**src/design/simt_divergence_control_unit_defines.svh**
```systemverilog
// Assertion macros for the SIMT divergence control unit.
// Included by the controller and datapath; needs nothing else.
`ifndef SIMT_DIVERGENCE_CONTROL_UNIT_DEFINES_SVH
`define SIMT_DIVERGENCE_CONTROL_UNIT_DEFINES_SVH

`ifndef SYNTH
`define SDC_ASSERT_IMPLY(lbl, clk_i, rstn_i, ante, cons) \
    lbl: assert property (@(posedge clk_i) disable iff (!rstn_i) (ante) |-> (cons)) \
        else $error("sdc assertion failed");
`define SDC_ASSERT_NEXT(lbl, clk_i, rstn_i, ante, cons) \
    lbl: assert property (@(posedge clk_i) disable iff (!rstn_i) (ante) |=> (cons)) \
        else $error("sdc assertion failed");
`else
`define SDC_ASSERT_IMPLY(lbl, clk_i, rstn_i, ante, cons)
`define SDC_ASSERT_NEXT(lbl, clk_i, rstn_i, ante, cons)
`endif

`endif

```
**src/design/sdc_pkg.sv**
```systemverilog
// Shared types and codes for the SIMT divergence control unit.
// No dependencies.
`timescale 1ns / 1ps

package sdc_pkg;

    localparam logic [2:0] KIND_LAUNCH  = 3'd0;
    localparam logic [2:0] KIND_OP      = 3'd1;
    localparam logic [2:0] KIND_BRANCH  = 3'd2;
    localparam logic [2:0] KIND_RETURN  = 3'd3;
    localparam logic [2:0] KIND_BARRIER = 3'd4;
    localparam logic [2:0] KIND_RELEASE = 3'd5;

    localparam logic [1:0] MODE_READY = 2'd0;
    localparam logic [1:0] MODE_WAIT  = 2'd1;
    localparam logic [1:0] MODE_DONE  = 2'd2;

    localparam logic [1:0] ERR_NONE       = 2'd0;
    localparam logic [1:0] ERR_PRED_BAR   = 2'd1;
    localparam logic [1:0] ERR_PARKED_BAR = 2'd2;
    localparam logic [1:0] ERR_STACK_FULL = 2'd3;

    typedef struct packed {
        logic [2:0]  kind;
        logic        has_predicate;
        logic        predicate_negated;
        logic [31:0] lane_mask;
        logic [15:0] branch_target;
    } evt_item_t;

    typedef struct packed {
        logic [15:0] next_pc;
        logic [31:0] active_mask;
        logic [31:0] exec_mask;
        logic [1:0]  warp_status;
        logic [1:0]  error_code;
    } res_item_t;

    typedef struct packed {
        logic capture;
        logic exec;
        logic pop;
        logic load_out;
    } ctl_cmd_t;

    typedef struct packed {
        logic pop_req;
        logic pop_more;
    } dp_sts_t;

endpackage

```
**src/design/sdc_ram.sv**
```systemverilog
// Generic single-write, single-read RAM with registered read data.
// No dependencies.
`timescale 1ns / 1ps

module sdc_ram #(
    parameter int WIDTH = 48,
    parameter int DEPTH = 32
) (
    input  logic                     clk,
    input  logic                     wr_en,
    input  logic [$clog2(DEPTH)-1:0] wr_addr,
    input  logic [WIDTH-1:0]         wr_data,
    input  logic                     rd_en,
    input  logic [$clog2(DEPTH)-1:0] rd_addr,
    output logic [WIDTH-1:0]         rd_data
);

    logic [WIDTH-1:0] mem [DEPTH];

    always_ff @(posedge clk)
    begin
        if (wr_en)
        begin
            mem[wr_addr] <= wr_data;
        end
        if (rd_en)
        begin
            rd_data <= mem[rd_addr];
        end
    end

endmodule

```
**src/design/sdc_ctrl.sv**
```systemverilog
// Controller FSM: item intake, execute, stack pop loop, result hand-off.
// Depends on sdc_pkg and the assertion macro header.
`timescale 1ns / 1ps
`include "simt_divergence_control_unit_defines.svh"

module sdc_ctrl (
    input  logic              clk,
    input  logic              rst_n,
    input  logic              evt_valid,
    output logic              evt_stall,
    output logic              res_valid,
    input  logic              res_stall,
    input  sdc_pkg::dp_sts_t  sts,
    output sdc_pkg::ctl_cmd_t cmd
);

    localparam logic [1:0] S_IDLE = 2'd0;
    localparam logic [1:0] S_EXEC = 2'd1;
    localparam logic [1:0] S_POP  = 2'd2;
    localparam logic [1:0] S_OUT  = 2'd3;

    logic [1:0] state_reg;
    logic [1:0] state_next;
    logic       res_valid_reg;
    logic       res_valid_next;
    logic       out_free;

    assign out_free  = !res_valid_reg || !res_stall;
    assign evt_stall = (state_reg != S_IDLE);
    assign res_valid = res_valid_reg;

    always_comb
    begin
        state_next = state_reg;
        cmd        = '0;
        case (state_reg)
            S_IDLE:
            begin
                if (evt_valid)
                begin
                    cmd.capture = 1'b1;
                    state_next  = S_EXEC;
                end
            end
            S_EXEC:
            begin
                cmd.exec = 1'b1;
                if (sts.pop_req)
                begin
                    state_next = S_POP;
                end
                else if (out_free)
                begin
                    cmd.load_out = 1'b1;
                    state_next   = S_IDLE;
                end
                else
                begin
                    state_next = S_OUT;
                end
            end
            S_POP:
            begin
                cmd.pop = 1'b1;
                if (sts.pop_more)
                begin
                    state_next = S_POP;
                end
                else if (out_free)
                begin
                    cmd.load_out = 1'b1;
                    state_next   = S_IDLE;
                end
                else
                begin
                    state_next = S_OUT;
                end
            end
            S_OUT:
            begin
                if (out_free)
                begin
                    cmd.load_out = 1'b1;
                    state_next   = S_IDLE;
                end
            end
            default:
            begin
                state_next = S_IDLE;
            end
        endcase
    end

    always_comb
    begin
        if (cmd.load_out)
        begin
            res_valid_next = 1'b1;
        end
        else if (!res_stall)
        begin
            res_valid_next = 1'b0;
        end
        else
        begin
            res_valid_next = res_valid_reg;
        end
    end

    always_ff @(posedge clk or negedge rst_n)
    begin
        if (!rst_n)
        begin
            state_reg     <= S_IDLE;
            res_valid_reg <= 1'b0;
        end
        else
        begin
            state_reg     <= state_next;
            res_valid_reg <= res_valid_next;
        end
    end

    `SDC_ASSERT_IMPLY(a_pop_entry, clk, rst_n, state_reg == S_POP,
        $past(state_reg) == S_EXEC || $past(state_reg) == S_POP)
    `SDC_ASSERT_IMPLY(a_no_overwrite, clk, rst_n, cmd.load_out, !res_valid_reg || !res_stall)
    `SDC_ASSERT_IMPLY(a_exec_after_accept, clk, rst_n, state_reg == S_EXEC,
        $past(evt_valid && !evt_stall))

endmodule

```
**src/design/sdc_datapath.sv**
```systemverilog
// Datapath: warp state, event decode, parked-path stack and result register.
// Depends on sdc_pkg, sdc_ram and the assertion macro header.
`timescale 1ns / 1ps
`include "simt_divergence_control_unit_defines.svh"

module sdc_datapath #(
    parameter int LANES       = 32,
    parameter int PC_BITS     = 16,
    parameter int STACK_DEPTH = 32
) (
    input  logic               clk,
    input  logic               rst_n,
    input  sdc_pkg::evt_item_t evt,
    input  sdc_pkg::ctl_cmd_t  cmd,
    output sdc_pkg::dp_sts_t   sts,
    output sdc_pkg::res_item_t res
);

    localparam int CW = $clog2(STACK_DEPTH + 1);
    localparam int AW = $clog2(STACK_DEPTH);
    localparam int EW = PC_BITS + LANES;

    sdc_pkg::evt_item_t item_reg;
    sdc_pkg::res_item_t res_reg;

    logic [PC_BITS-1:0] pc_reg, pc_next;
    logic [LANES-1:0]   active_reg, active_next;
    logic [LANES-1:0]   exited_reg, exited_next;
    logic [CW-1:0]      count_reg, count_next;
    logic [1:0]         mode_reg, mode_next;
    logic [LANES-1:0]   exec_reg, exec_next;
    logic [1:0]         err_reg, err_next;

    logic [LANES-1:0]   pmask, pm, m, fall, ret_active, pop_act;
    logic [PC_BITS-1:0] pc_inc, target;
    logic [CW-1:0]      cnt_dec, rd_cnt;
    logic               wr_en, rd_en;
    logic [EW-1:0]      rd_data;

    always_comb
    begin
        pmask      = LANES'(item_reg.lane_mask);
        pm         = item_reg.predicate_negated ? ~pmask : pmask;
        m          = item_reg.has_predicate ? (active_reg & pm) : active_reg;
        fall       = active_reg & ~m;
        ret_active = active_reg & ~m;
        pc_inc     = pc_reg + PC_BITS'(1);
        target     = PC_BITS'(item_reg.branch_target);
        pop_act    = rd_data[LANES-1:0] & ~exited_reg;
        cnt_dec    = count_reg - CW'(1);
        rd_cnt     = cmd.pop ? (cnt_dec - CW'(1)) : cnt_dec;
    end

    always_comb
    begin
        pc_next      = pc_reg;
        active_next  = active_reg;
        exited_next  = exited_reg;
        count_next   = count_reg;
        mode_next    = mode_reg;
        exec_next    = exec_reg;
        err_next     = err_reg;
        wr_en        = 1'b0;
        rd_en        = 1'b0;
        sts          = '0;
        if (cmd.exec)
        begin
            exec_next = '0;
            err_next  = sdc_pkg::ERR_NONE;
            if (item_reg.kind == sdc_pkg::KIND_LAUNCH)
            begin
                pc_next     = '0;
                active_next = pmask;
                exited_next = '0;
                count_next  = '0;
                mode_next   = sdc_pkg::MODE_READY;
            end
            else if (item_reg.kind == sdc_pkg::KIND_RELEASE)
            begin
                if (mode_reg == sdc_pkg::MODE_WAIT)
                begin
                    mode_next = sdc_pkg::MODE_READY;
                end
            end
            else if (mode_reg == sdc_pkg::MODE_READY)
            begin
                case (item_reg.kind)
                    sdc_pkg::KIND_OP:
                    begin
                        pc_next   = pc_inc;
                        exec_next = m;
                    end
                    sdc_pkg::KIND_BRANCH:
                    begin
                        exec_next = m;
                        if (m == '0)
                        begin
                            pc_next = pc_inc;
                        end
                        else if (fall == '0)
                        begin
                            pc_next = target;
                        end
                        else if (count_reg >= CW'(STACK_DEPTH))
                        begin
                            exec_next = '0;
                            err_next  = sdc_pkg::ERR_STACK_FULL;
                        end
                        else
                        begin
                            wr_en       = 1'b1;
                            count_next  = count_reg + CW'(1);
                            active_next = m;
                            pc_next     = target;
                        end
                    end
                    sdc_pkg::KIND_RETURN:
                    begin
                        exec_next   = m;
                        exited_next = exited_reg | m;
                        active_next = ret_active;
                        pc_next     = pc_inc;
                        if (ret_active == '0)
                        begin
                            if (count_reg != '0)
                            begin
                                sts.pop_req = 1'b1;
                                rd_en       = 1'b1;
                            end
                            else
                            begin
                                mode_next = sdc_pkg::MODE_DONE;
                            end
                        end
                    end
                    sdc_pkg::KIND_BARRIER:
                    begin
                        if (item_reg.has_predicate)
                        begin
                            err_next = sdc_pkg::ERR_PRED_BAR;
                        end
                        else if (count_reg != '0)
                        begin
                            err_next = sdc_pkg::ERR_PARKED_BAR;
                        end
                        else
                        begin
                            pc_next   = pc_inc;
                            mode_next = sdc_pkg::MODE_WAIT;
                            exec_next = active_reg;
                        end
                    end
                    default:
                    begin
                    end
                endcase
            end
        end
        else if (cmd.pop)
        begin
            count_next  = cnt_dec;
            pc_next     = rd_data[EW-1:LANES];
            active_next = pop_act;
            if (pop_act == '0)
            begin
                if (cnt_dec != '0)
                begin
                    sts.pop_more = 1'b1;
                    rd_en        = 1'b1;
                end
                else
                begin
                    mode_next = sdc_pkg::MODE_DONE;
                end
            end
        end
    end

    sdc_ram #(
        .WIDTH (EW),
        .DEPTH (STACK_DEPTH)
    ) u_stack (
        .clk     (clk),
        .wr_en   (wr_en),
        .wr_addr (count_reg[AW-1:0]),
        .wr_data ({pc_inc, fall}),
        .rd_en   (rd_en),
        .rd_addr (rd_cnt[AW-1:0]),
        .rd_data (rd_data)
    );

    always_ff @(posedge clk or negedge rst_n)
    begin
        if (!rst_n)
        begin
            pc_reg     <= '0;
            active_reg <= '0;
            exited_reg <= '0;
            count_reg  <= '0;
            mode_reg   <= sdc_pkg::MODE_READY;
        end
        else
        begin
            pc_reg     <= pc_next;
            active_reg <= active_next;
            exited_reg <= exited_next;
            count_reg  <= count_next;
            mode_reg   <= mode_next;
        end
    end

    always_ff @(posedge clk)
    begin
        exec_reg <= exec_next;
        err_reg  <= err_next;
        if (cmd.capture)
        begin
            item_reg <= evt;
        end
        if (cmd.load_out)
        begin
            res_reg.next_pc     <= 16'(pc_next);
            res_reg.active_mask <= 32'(active_next);
            res_reg.exec_mask   <= 32'(exec_next);
            res_reg.warp_status <= mode_next;
            res_reg.error_code  <= err_next;
        end
    end

    assign res = res_reg;

    `SDC_ASSERT_IMPLY(a_pop_nonempty, clk, rst_n, cmd.pop, count_reg != '0)
    `SDC_ASSERT_NEXT(a_push_bounded, clk, rst_n, wr_en,
        count_reg != '0 && count_reg <= CW'(STACK_DEPTH))

endmodule

```
**src/design/simt_divergence_control_unit.sv**
```systemverilog
// Top level of the SIMT divergence control unit: one warp's pc, lane masks,
// parked-path stack and status. Depends on sdc_pkg, sdc_ctrl, sdc_datapath.
//
//   channel | signals                 | payload
//   --------+-------------------------+-------------------------------
//   event   | evt_valid, evt_stall    | evt (sdc_pkg::evt_item_t)
//   result  | res_valid, res_stall    | res (sdc_pkg::res_item_t)
//
// An item is captured while idle, then executed; unless it pops or the output
// is stalled, the result is loaded in that same cycle. A return that empties
// the active lanes pops parked paths, one pop per cycle, till one is live or none is left.
// Asynchronous active-low reset; no clearing pass, stack entries are written
// before read. A stalled result holds in the output register; the next item
// is taken meanwhile and waits before load if the result is still stalled.
`timescale 1ns / 1ps

module simt_divergence_control_unit #(
    parameter int LANES       = 32,
    parameter int PC_BITS     = 16,
    parameter int STACK_DEPTH = 32
) (
    input  logic               clk,
    input  logic               rst_n,
    input  logic               evt_valid,
    output logic               evt_stall,
    input  sdc_pkg::evt_item_t evt,
    output logic               res_valid,
    input  logic               res_stall,
    output sdc_pkg::res_item_t res
);

    sdc_pkg::ctl_cmd_t cmd;
    sdc_pkg::dp_sts_t  sts;

    sdc_ctrl u_ctrl (
        .clk       (clk),
        .rst_n     (rst_n),
        .evt_valid (evt_valid),
        .evt_stall (evt_stall),
        .res_valid (res_valid),
        .res_stall (res_stall),
        .sts       (sts),
        .cmd       (cmd)
    );

    sdc_datapath #(
        .LANES       (LANES),
        .PC_BITS     (PC_BITS),
        .STACK_DEPTH (STACK_DEPTH)
    ) u_dp (
        .clk   (clk),
        .rst_n (rst_n),
        .evt   (evt),
        .cmd   (cmd),
        .sts   (sts),
        .res   (res)
    );

endmodule
```
**config.mk**
```make
export PLATFORM = sky130hd
export DESIGN_NAME = simt_divergence_control_unit
export DESIGN_NICKNAME = d
export VERILOG_FILES = /design/src/design/sdc_pkg.sv /design/src/design/sdc_ram.sv /design/src/design/sdc_ctrl.sv /design/src/design/sdc_datapath.sv /design/src/design/simt_divergence_control_unit.sv
export VERILOG_INCLUDE_DIRS = /design/src /design/src/design
export SDC_FILE = /design/constraint.sdc
export NUM_CORES = 2
export LEC_CHECK = 0
export BUFFER_PORTS_ARGS = -buffer_cell sky130_fd_sc_hd__buf_2
export CORE_ASPECT_RATIO = 1.2
export CORE_MARGIN = 8
export CORE_UTILIZATION = 54
export CTS_CLUSTER_DIAMETER = 80
export DETAILED_ROUTE_END_ITERATION = 12
export GPL_TIMING_DRIVEN = 1
export PLACE_DENSITY = 0.82
export SETUP_SLACK_MARGIN = 0.15
export SLEW_MARGIN = 5
export SYNTH_ARGS = -nofsm -noshare
export SYNTH_HDL_FRONTEND = slang
export SYNTH_HIERARCHICAL = 1
export SYNTH_SLANG_ARGS = --single-unit
```
**constraint.sdc**
```tcl
create_clock -name clk -period 5.5 [get_ports clk]
set_input_delay 0 -clock clk [delete_from_list [all_inputs] [get_ports clk]]
set_output_delay 0 -clock clk [all_outputs]
set_load 0.01 [all_outputs]
```
# Word level (Yosys, flattened, before mapping)
# Memory sizes are Yosys's and may differ from the RTL's. A register that Yosys moved wholly into a read port is not among the register bits.
# Index checks and enable logic that the tools add are counted.
# Widths: inputs -> output; s select.
# op_classes
mux,107
eq_ne,19
addsub,4
n_reduce_logical,19
order_cmp,1
n_bitwise,7
# op_table
cell,n
$mux 32,23
$mux 16,10
$and 32x32->32,3
$logic_not 32->1,3
$not 32->32,3
$pmux 32 s3,1
$pmux 32 s2,1
$mux 6,9
$mux 2,26
$pmux 16 s3,1
$or 32x32->32,1
$mux 1,31
$add 16x1->16 const B,1
$ne 3x2->1 const B,4
$reduce_bool 6->1,2
$pmux 2 s2,2
$pmux 2 s4,1
$reduce_bool 2->1,4
$reduce_and 7->1,1
$add 6x1->6 const B,1
$eq 3x2->1 const B,2
$eq 3x3->1 const B,2
$ge 6x6->1 const B,1
$ne 2x1->1 const B,3
16 further kinds,21
# totals
mem_count,1
regBits,262
ram_bits,1536
wordCells,177
out_inout_bits,86
inputBits,57
# memory_table
memory,depth,word_bits,read_ports,rd_ports_with_merged_regs,write_ports,line_no,text
u_dp.u_stack.mem,32,48,1,1,1,sdc_ram.sv:18,logic [WIDTH-1:0] mem [DEPTH];

# Depth between registers and ports, before layout
# logic_depth
depth_word,16
depth_mapped,15
depth_no_buf,12

# Hierarchy
# Netlist, hierarchy kept.
# modules_own_cells
module,seq_area_each_um2,area_each_um2,instances,cells_each
sdc_ram,47565.6,61205.0,1,3364
sdc_datapath,6996.7,13082.5,1,1289
sdc_ctrl,75.1,192.7,1,20

# Least setup slack after synthesis
# Ideal clock, no wire load.
# synth_timing
path_kind,register to register
from,register u_dp.active_reg[6]
to,"memory u_dp.u_stack.mem[28][0], enable pin"
arrival_ns,4.685
setup_ns,0.454
stages_incl_launch_ff,13
period_less_slack_ns,5.139
n_path_buf,3
path_slack_ns,0.361
required_ns,5.046
cell_sequence,dfrtp_1 -> a22oi_1 -> and3_1 -> and3_1 -> o2111ai_2 -> o21ai_4 -> or2_1 -> buf_4 -> buf_6 -> nor3_1 -> or3b_2 -> clkbuf_1 -> nor2_1
# synth_via
elab_chain_cells,14
word_cells_on_any_way,15
cone_classes,10 x mux; 3 x bitwise; 2 x reduce/logical
# synth_rtl
element,line_no,text
"start, declared",sdc_datapath.sv:27,"logic [LANES-1:0] active_reg, active_next;"
"start signal, assigned",sdc_datapath.sv:205,active_reg <= active_next;
$and 32x32->32,sdc_datapath.sv:44,m = item_reg.has_predicate ? (active_reg & pm) : active_reg;
$mux 32,sdc_datapath.sv:44,
$not 32->32,sdc_datapath.sv:45,fall = active_reg & ~m;
$and 32x32->32,sdc_datapath.sv:45,
$logic_not 32->1,sdc_datapath.sv:100,else if (fall == '0)
$mux 1,sdc_datapath.sv:100,
$mux 1 (*),sdc_datapath.sv:96,if (m == '0)
$mux 1 (*),sdc_datapath.sv:87,case (item_reg.kind)
$mux 1 (*),sdc_datapath.sv:85,else if (mode_reg == sdc_pkg::MODE_READY)
$mux 1 (*),sdc_datapath.sv:78,else if (item_reg.kind == sdc_pkg::KIND_RELEASE)
$mux 1 (*),sdc_datapath.sv:70,if (item_reg.kind == sdc_pkg::KIND_LAUNCH)
$mux 1 (*),sdc_datapath.sv:66,if (cmd.exec)
named net u_dp.wr_en,sdc_datapath.sv:37,"logic wr_en, rd_en;"
$mux 1 (*),sdc_ram.sv:22,if (wr_en)
$mux 1 (not written as such) (*),sdc_ram.sv:24,mem[wr_addr] <= wr_data;
"end, declared",sdc_ram.sv:18,
# The timed path passes the listed nets; every way through them passes the cells marked *.

# Final worst setup path
# layout_timing
from,register u_dp/item_reg[48] in the netlist's numbering
to,"memory u_dp.u_stack.mem[4][3], enable pin"
# layout_via
elab_chain_cells,15
word_cells_on_any_way,16
cone_classes,11 x mux; 3 x bitwise; 2 x reduce/logical
# layout_rtl
element,line_no,text
"start, declared",sdc_datapath.sv:23,sdc_pkg::evt_item_t item_reg;
"start signal, assigned",sdc_datapath.sv:218,item_reg <= evt;
$mux 32 (*),sdc_datapath.sv:43,pm = item_reg.predicate_negated ? ~pmask : pmask;
$and 32x32->32 (*),sdc_datapath.sv:44,
$mux 32 (*),sdc_datapath.sv:44,
$not 32->32,sdc_datapath.sv:45,
$and 32x32->32,sdc_datapath.sv:45,
$logic_not 32->1,sdc_datapath.sv:100,
$mux 1,sdc_datapath.sv:100,
$mux 1 (*),sdc_datapath.sv:96,
$mux 1 (*),sdc_datapath.sv:87,
$mux 1 (*),sdc_datapath.sv:85,
$mux 1 (*),sdc_datapath.sv:78,
$mux 1 (*),sdc_datapath.sv:70,
$mux 1 (*),sdc_datapath.sv:66,
named net u_dp.wr_en,sdc_datapath.sv:37,
$mux 1 (*),sdc_ram.sv:22,
$mux 1 (not written as such) (*),sdc_ram.sv:24,
# Marks and branches as above.

==> results.md <==
- The via count of the first global-routing pass is 43600.
- Setup violations remaining at the end of the flow were counted as 0.
- The buffers inserted during post-CTS setup optimization is 0.
- After synthesis, the share of flip-flops with an asynchronous set or reset is 4.93%.
- The worst max-slew margin expressed relative to the limit is 16.5%.
- In this run, synthesis inferred 1721 flip-flops with an integrated enable.
- The maximum fanout along the worst path is 18.
- The final critical-path required period is 4.66 ns.
- The critical path data arrival time is 5.16 ns.
- From bottom edge to top edge, the die measures 423 µm.
- Across all layers, the routed design uses 44300 vias.
- The summed negative setup slack over all endpoints is 0 ns.
- The core footprint is 137000 µm².
- Of the cells placed in the final design, the portion with a size suffix greater than 1 is 12.0%.
- Global routing consumed, over all layers together, 25.5% of the routing resources.
- Once detail routing completed, the nets flagged for antenna violations numbered 0.
- The routed design has 199 mm of wire.
- The layout-stage area growth over the synthesis result is 13.4%.
- The detailed-route vias per instance is 6.43.
- The kind of start point of the critical path is a register.
- The clock root buffer master is clkbuf_16.
- The DRC marker count from the first detailed-route iteration is 5712.
- The average wire per standard cell is 28.8 µm.
- The die covers 150000 µm².
- The worst IR drop on VDD is 1270 µV.
- Clock-pin slew was measured on the worst setup and hold paths at 0.07 ns.
- For this design the ratio of total power to cell area is 582 nW/µm².
- The number of primary I/O pins is 143.
- The kind of path behind the tightest hold check is in -> reg.
- Max-cap violations in this run came to 0.
- After filler insertion, the fill cell instance count of the layout stands at 9363.
- By startpoint and endpoint, the worst setup path is classified as reg -> reg.
- Static timing analysis puts the maximum clock frequency at 215 MHz.
- The number of cells produced by synthesis is 4673.
- The count of final hold-check violations is 0.
- Clock tree synthesis found a total of 1846 sinks.
- The run finished with clean final reports.
- Global routing finished with a remaining overflow of 0.
- The number of flip-flops in the largest register is 1536.
- After floorplanning, the core was divided into 149 placement rows.
- Walking the worst path, the cells encountered are buf_4, xnor2_1, a22o_1, nand2_1, o2111ai_2, o21ai_4, or2_1, nor3_1, or3b_2, nor2_4, buf_12.
- The final routed DRC violation total is 0.
- The initial antenna violation count is 5.
- The routability congestion estimate from global placement is 0.977.
- The count of buffers added on input and output ports is 142.
- Before antenna repair, the detailed router went through 7 iterations.
- For this run, the slowest stage of the critical path takes 0.82 ns.
- The part of the cycle the worst path needs is 84.7%.
- The sort of element at the end of the critical path is a register.
- The number of nets produced by synthesis is 4735.
- The leakage power total is 0.0308 µW.
- The effective utilization at floorplan is 54.3%.
- The post-DP HPWL is 111 mm.
- Summing all flip-flop and latch instances after layout gives 54600 µm².
- Sequential elements use 73.4% of the synthesized area.
- The main flop type after synthesis is edfxtp_1.
- The highest-delay cell along the critical path is edfxtp_1.
- The TritonCTS buffer count is 161.
- The flip-flop and latch count after synthesis is 1846.
- The required time of the critical path is 6.00 ns.
- The transition at the pin with the smallest max-transition slack is 1.25 ns.
- On the final layout, the worst clock skew is 0.0345 ns.
- Summing internal, switching and leakage power gives 49200 µW.
- The final number of max-transition violations is 0.
- The area of combinational cells with multiple inputs is 18400 µm².
- Setup repair after global routing left no endpoint under its margin.
- Measured along the x axis, the die boundary spans 355 µm.
- The clock tree from TritonCTS is yes.
- The maximum clock path buffer count is 3.
- The synthesized netlist contains 79 unique library cells.
- The largest net degree at the start of global routing is 150.
- Clock latency on the worst-skew pair, taken at its later pin, is 0.81 ns.
- Yosys printed 6 warnings.
- The mapped netlist covers 74500 µm².
- The average instance in the mapped netlist occupies 15.9 µm².
- The number of nets in the layout is 5006.
- The H-tree depth reported by CTS is 4.
- The first global-routing pass estimated 287 mm of wire.
-- final cells by class --
class	instances	area share [%]
clock buffers	201	5.06
clock inverters	100	1.30
flip-flops and latches	1846	64.7
diodes	1	0.00296
inverters	82	0.365
repair buffers	394	4.15
multi-input cells	2459	21.7
well taps	1812	2.68
-- per-stage QoR --
step / area, µm² / instances / hold slack [ns] / setup WS (ns) / util (%)
floorplan: 74500 / 4673 / -0.296 / 0.361 / -
global placement: 77900 / 6483 / 0.00710 / 0.936 / 56.8
detailed placement: 77900 / 6483 / 0.0132 / 0.880 / 56.8
CTS: 84400 / 6894 / 0.0384 / 0.865 / 61.5
global route: 84400 / 6894 / 0.0487 / 0.787 / 61.5
finish: 84400 / 6895 / 0.0864 / 0.839 / 61.5
-- routing by layer --
metal / global-route usage, % / wire length [µm] / vias to the layer above
met2: 42.0 / 95900 / 2994
met5: 0 / 23 / -
li1: - / - / 18800
met1: 33.0 / 71500 / 22000
met4: 11.1 / 9390 / 4
met3: 5.33 / 22100 / 535
-- path summary, 6_finish.rpt --
path	from	to	slack (ns)	depth (start not counted)
max	u_dp/item_reg[48]	u_dp/u_stack/mem[4][3]	0.84	11
min	res_stall	u_ctrl/res_valid	0.09	4
max reg2reg	u_dp/item_reg[48]	u_dp/u_stack/mem[4][3]	0.84	11
min reg2reg	u_dp/exec_reg[10]	u_dp/exec_reg[10]	0.47	2
max in group asynchronous	rst_n	u_dp/pc_reg[12]	4.27	4
min in group asynchronous	rst_n	u_dp/exited_reg[17]	0.30	4
-- what timing repair did --
action | in CTS | in global routing
hold buffers | 110 | 0
endpoints found under the hold margin | 175 | 0
resized for setup | 0 | 0
-- cells in the mapped netlist (12+ instances only) --
| cell | number | area [µm²] |
|---|---|---|
| inv_1 | 81 | 304 |
| o31ai_1 | 31 | 233 |
| nand3_1 | 164 | 821 |
| nor4_1 | 20 | 125 |
| dfrtp_1 | 91 | 2280 |
| nand4_1 | 42 | 263 |
| o221ai_1 | 25 | 219 |
| xnor2_1 | 47 | 412 |
| buf_6 | 48 | 541 |
| o41ai_1 | 27 | 236 |
| nor2b_1 | 36 | 225 |
| nand2_1 | 253 | 950 |
| dfxtp_1 | 34 | 681 |
| nor3_1 | 65 | 325 |
| nand2b_1 | 18 | 113 |
| buf_4 | 43 | 323 |
| a31oi_1 | 90 | 563 |
| nand3b_1 | 12 | 90.1 |
| edfxtp_1 | 1721 | 51700 |
| a22o_1 | 99 | 867 |
| a22oi_1 | 161 | 1210 |
| nor2_1 | 160 | 601 |
| o22ai_1 | 47 | 294 |
| clkbuf_1 | 124 | 465 |
| a21oi_1 | 195 | 976 |
| o21ai_0 | 27 | 135 |
| buf_2 | 57 | 285 |
| mux2i_1 | 811 | 8120 |
-- power by group --
group,total [µW],switching (µW),internal [µW]
sequential,18200,793,17400
clock,11500,5120,6340
combinational,19500,12800,6670
total,49200,18700,30500
-- cell families after synthesis --
kind of cell,count (synthesis),synth area share (%)
AOI/OAI and AO/OA,762,7.06
adders and majority gates,5,0.0840
xor gates and xnor gates,57,0.670
muxes,812,10.9
buffers and inverters,368,2.68
DFF,1846,73.4
and+or+nand+nor,823,5.23
-- cell usage in the layout (no fill, tap or decap), types with 65 or more instances in the layout --
cell	count
inv_1	81
dfrtp_1	91
clkbuf_16	163
a21oi_1	195
dlygate4sd3_1	109
a22o_1	99
nand2_1	251
buf_4	94
nor2_1	122
mux2i_1	811
a31oi_1	90
edfxtp_1	1721
a22oi_1	161
buf_2	141
nand3_1	164
nor3_1	65
-- critical path, delay by kind of cell (launching register included) --
family	cells	cell delay, ns
XOR/XNOR	1	0.16
buffers and inverters	2	0.61
AO/OA/AOI/OAI	3	0.50
AND/OR/NAND/NOR	5	2.23
flip-flops	1	0.82
No activity file was read; power rests on OpenSTA's default activity.
